File: src/design/pfr_pkg.sv
`default_nettype none

package pfr_pkg;

  // Source formats held in the format register; other codes give black.
  typedef enum logic [2:0] {
    FmtIndexed8 = 3'd0,
    FmtRgb555   = 3'd1,
    FmtRgb565   = 3'd2,
    FmtBgr24    = 3'd3,
    FmtBgrx32   = 3'd4
  } fmt_e;

  localparam int unsigned PalDepth = 256;
  localparam int unsigned PalAddrW = $clog2(PalDepth);

  // Divisors for widening 5-bit and 6-bit channels to full scale.
  localparam int unsigned Div5 = 31;
  localparam int unsigned Div6 = 63;

  // Rounded-up reciprocals of the divisors, scaled by 2^18 and 2^20. Both are
  // exact over the whole range of c * 255 for their channel width.
  localparam int unsigned Recip5 = ((2 ** 18) + Div5 - 1) / Div5;
  localparam int unsigned Recip6 = ((2 ** 20) + Div6 - 1) / Div6;

  typedef struct packed {
    logic [7:0] red;
    logic [7:0] green;
    logic [7:0] blue;
  } rgb_t;

  // One access to the palette: a read for a convert beat or a write.
  typedef struct packed {
    logic                rd_en;
    logic                wr_en;
    logic [PalAddrW-1:0] addr;
    rgb_t                wr_data;
  } pal_req_t;

  // c * 255 / 31, rounded down, by multiplying with the scaled reciprocal.
  function automatic logic [7:0] expand5(input logic [4:0] c);
    logic [12:0] prod;
    logic [26:0] scaled;
    prod   = {8'b0, c} * 13'd255;
    scaled = 27'(prod) * 27'(Recip5);
    return scaled[25:18];
  endfunction

  // c * 255 / 63, rounded down, by multiplying with the scaled reciprocal.
  function automatic logic [7:0] expand6(input logic [5:0] c);
    logic [13:0] prod;
    logic [28:0] scaled;
    prod   = {8'b0, c} * 14'd255;
    scaled = 29'(prod) * 29'(Recip6);
    return scaled[27:20];
  endfunction

endpackage

`default_nettype wire

File: src/design/pfr_convert.sv
`default_nettype none

module pfr_convert (
  input  wire logic [2:0]    fmt_i,
  input  wire logic [23:0]   pixel_i,
  input  wire pfr_pkg::rgb_t pal_i,
  output pfr_pkg::rgb_t      rgb_o
);
  import pfr_pkg::*;

  // Channel decode for each source format.
  always_comb begin
    rgb_o = '0;
    unique case (fmt_e'(fmt_i))
      FmtIndexed8: begin
        rgb_o = pal_i;
      end
      FmtRgb555: begin
        rgb_o.red   = expand5(pixel_i[14:10]);
        rgb_o.green = expand5(pixel_i[9:5]);
        rgb_o.blue  = expand5(pixel_i[4:0]);
      end
      FmtRgb565: begin
        rgb_o.red   = expand5(pixel_i[15:11]);
        rgb_o.green = expand6(pixel_i[10:5]);
        rgb_o.blue  = expand5(pixel_i[4:0]);
      end
      FmtBgr24, FmtBgrx32: begin
        rgb_o.red   = pixel_i[23:16];
        rgb_o.green = pixel_i[15:8];
        rgb_o.blue  = pixel_i[7:0];
      end
      default: begin
        rgb_o = '0;
      end
    endcase
  end

endmodule

`default_nettype wire

File: config.mk
export PLATFORM = sky130hd
export DESIGN_NAME = pfr_convert
export DESIGN_NICKNAME = d
export VERILOG_FILES = /design/src/design/pfr_pkg.sv /design/src/design/pfr_convert.sv
export SDC_FILE = /design/constraint.sdc
export NUM_CORES = 1
export LEC_CHECK = 0
export BUFFER_PORTS_ARGS = -buffer_cell sky130_fd_sc_hd__buf_2
export CORE_MARGIN = 2
export CORE_UTILIZATION = 67
export DETAILED_ROUTE_END_ITERATION = 8
export GPL_TIMING_DRIVEN = 0
export MAX_ROUTING_LAYER = met4
export PLACE_DENSITY = 0.84
export SYNTH_ARGS = -nofsm -noshare
export SYNTH_HDL_FRONTEND = slang
export SYNTH_SLANG_ARGS = --single-unit
File: constraint.sdc
create_clock -name vclk -period 23.3
set_input_delay 1.165 -clock vclk [all_inputs]
set_output_delay 1.165 -clock vclk [all_outputs]
set_load 0.02 [all_outputs]
======== Yosys cells after proc, flatten, opt, wreduce, memory -nomap -nowiden ========
Cells that the tools add are included.
storage, ports and cells
  register bits ........................... 0
  output and inout bits ................... 24
  input port bits ......................... 51
  word-level logic and storage cells ...... 17
cells by class
  equal/unequal tests ..................... 4
  multiply operators ...................... 10
  multiplexer cells ....................... 1
  reduce and logical (&&, ||, !) cells .... 2
operators with widths
  operator                count
  $mul 13x14->26 const B  4
  $pmux 24 s4             1
  $mul 5x8->13 const B    4
  $mul 14x15->28 const B  1
  $mul 6x8->14 const B    1
  $eq 3x2->1 const B      2
  $eq 3x1->1 const B      1
  $eq 3x3->1 const B      1
  $logic_not 3->1         1
  $reduce_or 2->1         1

======== Depth between registers and ports, before layout ========
Gate-level depths: netlist of run 1.
  depth after elaboration ................. 3
  mapped depth ............................ 31
  depth with buffers taken out ............ 31

======== Worst setup path before layout of run 1 ========
No wires, ideal clock.
  path kind ............................... input-to-output
  from .................................... input pixel_i[5]
  to ...................................... output rgb_o[13] (netlist bit)
  slack ................................... 13.740 ns
  arrival time ............................ 8.395 ns
  buffers on the path ..................... 0
  cell stages on the path ................. 31
  required time ........................... 22.135 ns
  path through ............................ inv_1 > fa_1 > inv_1 > fa_1 > inv_1 > fa_1 > inv_1 > ha_1 > a21oi_1 > o2111ai_1 > a31o_1 > a21oi_1 > xnor2_1 > inv_1 > ha_1 > ha_1 > inv_1 > fa_1 > fa_1 > inv_1 > ha_1 > ha_1 > ha_1 > nand4_1 > nor4b_1 > o211ai_1 > a31oi_1 > a21o_1 > a21oi_1 > xor2_1 > o21ai_0
RTL lines
  what         line              text
  from (decl)  pfr_convert.sv:5  input wire logic [23:0] pixel_i,
  to (decl)    pfr_convert.sv:7  output pfr_pkg::rgb_t rgb_o

==> results.txt, run 1 <==
synth cell count leaders - ha_1 (398), inv_1 (217), fa_1 (97)
worst slew pin tran - 707 ps
Most Frequent Cell on Critical Path - inv_1
yosys warns - 0
Worst EP arrival - 9930 ps
WS Path Type - in -> out
Starting Density - 0.686
Routed Antenna Nets - 0
outcome - finished clean
CTS resizes - 0
CP startpoint kind - primary input
Setup violations, final - 0
routed wire length - 26,700 um
Placer Congestion - 0.965
Max-Slew Margin vs Limit - 0.529
required time worst endpoint - 22,140 ps
Post-Synthesis Cells - 1,275
CP max-delay cell - fa_1
nets - 1,895
cell row count - 47
Distinct cells, synth - 70
Mean Syn Cell Area - 8.92 sq um
vias in the first global route - 9,566
CP Max Fanout - 10
most frequent cell after synthesis - ha_1
Worst Hold Path EP - rgb_o[7]
Area Growth Syn to Fin - 5.66%
RSZ-0062 raised after global routing - no
die width - 134 um
First DRT Iteration DRCs - 504
Seq/Total Area, Yosys - 0
share of the synthesized area in the top cell type - 0.438
Post-CTS Hold Buffers - 0
CLK BUF - 0
worst min path class - in -> out
CP Capture Type - output pin
IO buf count - 72
GRT overflow - 0
Post-route DRC - 0
Via density - 6.00
core area - 0.0166 sq mm
final setup TNS - 0 ps
Mapped Area - 0.0114 sq mm
first-pass GRT wire length - 44,700 um
GR Util All Layers - 0.312
Seq Cell Count - 0
final hold viol count - 0
most area-consuming cells after synthesis - ha_1 (44%), fa_1 (17%), inv_1 (7.2%)
worst hold path depth - 4
postcts setup bufs - 0
sequential standard cell area - 0 sq um
maximum clock rate - 90.2 MHz
maxcap violations - 0
first drt pass iteration count - 6
hold path startpoint - pal_i[7]
via count - 9,416
final count of pins violating max slew - 0
initial antenna violation count - 3
syn_nets - 1,821
fin crit share - 0.476
Top-Level Pins - 75
crit-path max cell delay - 600 ps
share of cells above drive strength 1 - 0.0661
routed len/inst - 17.0 um
Detail Placement HPWL - 23,500 um
pin count of the biggest net entering global routing - 12
Die Area - 0.0180 sq mm
Yosys top cell by area - ha_1
Die Y - 134 um
min Tclk post-route - 11,090 ps
==> area by class of cell <==
cell class	instances	area, sq um
diodes	3	7.51
inverters	218	818
plain buffers	11	41.3
well taps	220	275
multi-input cells	1046	10500
fillers	1264	4570
repair buffers	72	360
==> worst max path at each step <==
stage	startpoint	to	slack (ps)	cells past startpoint
floorplan	pixel_i[5]	rgb_o[13]	13740	31
global route	pixel_i[5]	rgb_o[13]	11790	33
CTS	pixel_i[5]	rgb_o[13]	12310	33
global placement	pixel_i[5]	rgb_o[13]	12480	33
detailed placement	pixel_i[5]	rgb_o[13]	12340	33
finish	pixel_i[5]	rgb_o[13]	12210	33
==> metrics by stage <==
step	std cells	hold WS [ps]	setup slack (ps)	area, sq um	utilization
finish	1570	2690	12210	12000	0.724
global placement	1567	2670	12480	12000	0.724
global route	1570	2720	11790	12000	0.724
CTS	1567	2680	12310	12000	0.724
floorplan	1275	2540	13740	11400	-
detailed placement	1567	2680	12340	12000	0.724
==> critical path: cells and delay by family <==
| kind | cells | cell delay [ps] |
|---|---|---|
| adders and majority gates | 11 | 4220 |
| AOI/OAI and AO/OA | 9 | 2290 |
| buffers and inverters | 9 | 1370 |
| xor gates and xnor gates | 2 | 440 |
| and+or+nand+nor | 2 | 440 |
==> layer usage <==
layer  routed length [um]  vias to the layer above  global-route usage
li1                     -                     4644                   -
met1                11300                     4444               0.386
met2                12900                      265               0.540
met3                 1660                       63              0.0412
met4                  835                        0              0.0819
met5                    0                        -                   -
==> cell families after synthesis <==
kind of cell,after synthesis,share of synthesized area
xor+xnor,75,0.0578
compound gates,239,0.148
buf+inv,229,0.0756
fa+ha+maj,495,0.609
simple gates,224,0.0982
mux,13,0.0120
==> cell usage in the layout (no fill, tap or decap), types with 21 or more instances in the layout <==
master and n:
fa_1 97, nand2_1 48, xnor2_1 52, o21ai_0 44
xor2_1 23, nor2_1 54, ha_1 398, a21oi_1 46
a21o_1 23, inv_1 217, nor3_1 21, nand3_1 21
buf_2 72
Power of run 1 is left out: the tool's default activity adds up to more than one toggle a clock period on the data nets, which glitch-free logic cannot reach.
==> inputs of run 2 (changes only) <==
--- a/config.mk
+++ b/config.mk
@@ -7,11 +7,11 @@
 export LEC_CHECK = 0
 export BUFFER_PORTS_ARGS = -buffer_cell sky130_fd_sc_hd__buf_2
 export CORE_MARGIN = 2
-export CORE_UTILIZATION = 67
+export CORE_UTILIZATION = 59
 export DETAILED_ROUTE_END_ITERATION = 8
 export GPL_TIMING_DRIVEN = 0
 export MAX_ROUTING_LAYER = met4
-export PLACE_DENSITY = 0.84
+export PLACE_DENSITY = 0.78
 export SYNTH_ARGS = -nofsm -noshare
 export SYNTH_HDL_FRONTEND = slang
 export SYNTH_SLANG_ARGS = --single-unit
==> constraint.sdc (replaced) <==
create_clock -name vclk -period 9.1
set_input_delay 0.455 -clock vclk [all_inputs]
set_output_delay 0.455 -clock vclk [all_outputs]
set_load 0.02 [all_outputs]
==> run 2 against run 1 <==
Against the previous run: cell count grew 3.0%; sequential share of layout area is the same; hold slack lost 1400 ps; wire length shrank 2.3%; core utilization shrank 7.5 points; largest cell class unchanged.
==> results.txt, run 2 (synthesis results as in run 1) <==
outcome - finished clean
share of cells above drive strength 1 - 0.0791
Max-Slew Margin vs Limit - 0.573
Via density - 5.79
final setup TNS - 0 ps
commonest non-fill, non-tap cell in the layout - ha_1
WS Path Type - in -> out
cell row count - 50
Seq Cell Count - 0
final hold viol count - 0
Die Y - 143 um
routed wire length - 26,100 um
die width - 143 um
Area Growth Syn to Fin - 7.49%
fin crit share - 0.969
fin area - 0.0122 sq mm
Post-CTS Hold Buffers - 0
Detail Placement HPWL - 23,100 um
initial antenna violation count - 5
Worst EP arrival - 8360 ps
worst min path class - in -> out
Routed Antenna Nets - 0
Die Area - 0.0204 sq mm
Post-DP Area - 0.0121 sq mm
pin count of the biggest net entering global routing - 12
first-pass GRT wire length - 43,500 um
nets - 1,900
core area - 0.0188 sq mm
sequential standard cell area - 0 sq um
min Tclk post-route - 8820 ps
CP Capture Type - output pin
IO buf count - 72
via count - 9,370
CP startpoint kind - primary input
CP max-delay cell - fa_1
Core Util, Final - 0.649
CP Max Fanout - 6
maxcap violations - 0
most frequent cells in the layout - ha_1 (398), inv_1 (214), fa_1 (96), buf_2 (66), nor2_1 (54)
Placer Congestion - 0.975
required time worst endpoint - 8650 ps
worst slew pin tran - 636 ps
vias in the first global route - 9,450
crit-path max cell delay - 560 ps
worst setup margin - 282 ps
First DRT Iteration DRCs - 374
Top-Level Pins - 75
Post-route DRC - 0
CLK BUF - 0
GRT overflow - 0
first drt pass iteration count - 5
dpl ws - -489 ps
Setup violations, final - 0
routed len/inst - 16.2 um
Starting Density - 0.604
maximum clock rate - 113 MHz
GR Util All Layers - 0.269
final count of pins violating max slew - 0
-- run 2: area by class of cell --
class                           count  area, sq um
Multi-Input combinational cell   1046        10600
Fill cell                        1589         6610
Inverter                          218          830
Timing Repair Buffer               77          424
Tap cell                          260          325
Buffer                             11         41.3
Antenna cell                        5         12.5
-- run 2: timing repair --
| action | in CTS | in global routing |
|---|---|---|
| buffers inserted | 1 | 4 |
| resized for setup | 5 | 23 |
| setup endpoints to repair | 8 | 10 |
| pin swaps | 0 | 7 |
| endpoints found under the hold margin | 0 | 0 |
-- run 2: layer usage --
metal / part of all wire / GRT usage / up-vias
li1: - / - / 4671
met1: 0.46 / 0.345 / 4445
met2: 0.47 / 0.457 / 202
met3: 0.044 / 0.0265 / 52
met4: 0.030 / 0.0709 / 0
met5: 0 / - / -
-- run 2: final timing paths --
path	from	end	slack [ps]	depth (start not counted)
max	pixel_i[6]	rgb_o[15]	280	33
min	pal_i[1]	rgb_o[1]	1260	4
-- run 2: stage by stage --
step / instances / hold slack (ps)
detailed placement: 1607 / 1250
global route: 1617 / 1280
finish: 1617 / 1260
global placement: 1607 / 1260
CTS: 1608 / 1260
floorplan: 1275 / 1120
-- run 2: critical path, delay by kind of cell --
kind / cells / cell delay [ps]
compound gates: 9 / 2240
buf+inv: 9 / 940
xor+xnor: 1 / 170
fa+ha+maj: 11 / 4180
simple gates: 3 / 340
Power of run 2 is left out for the same reason.
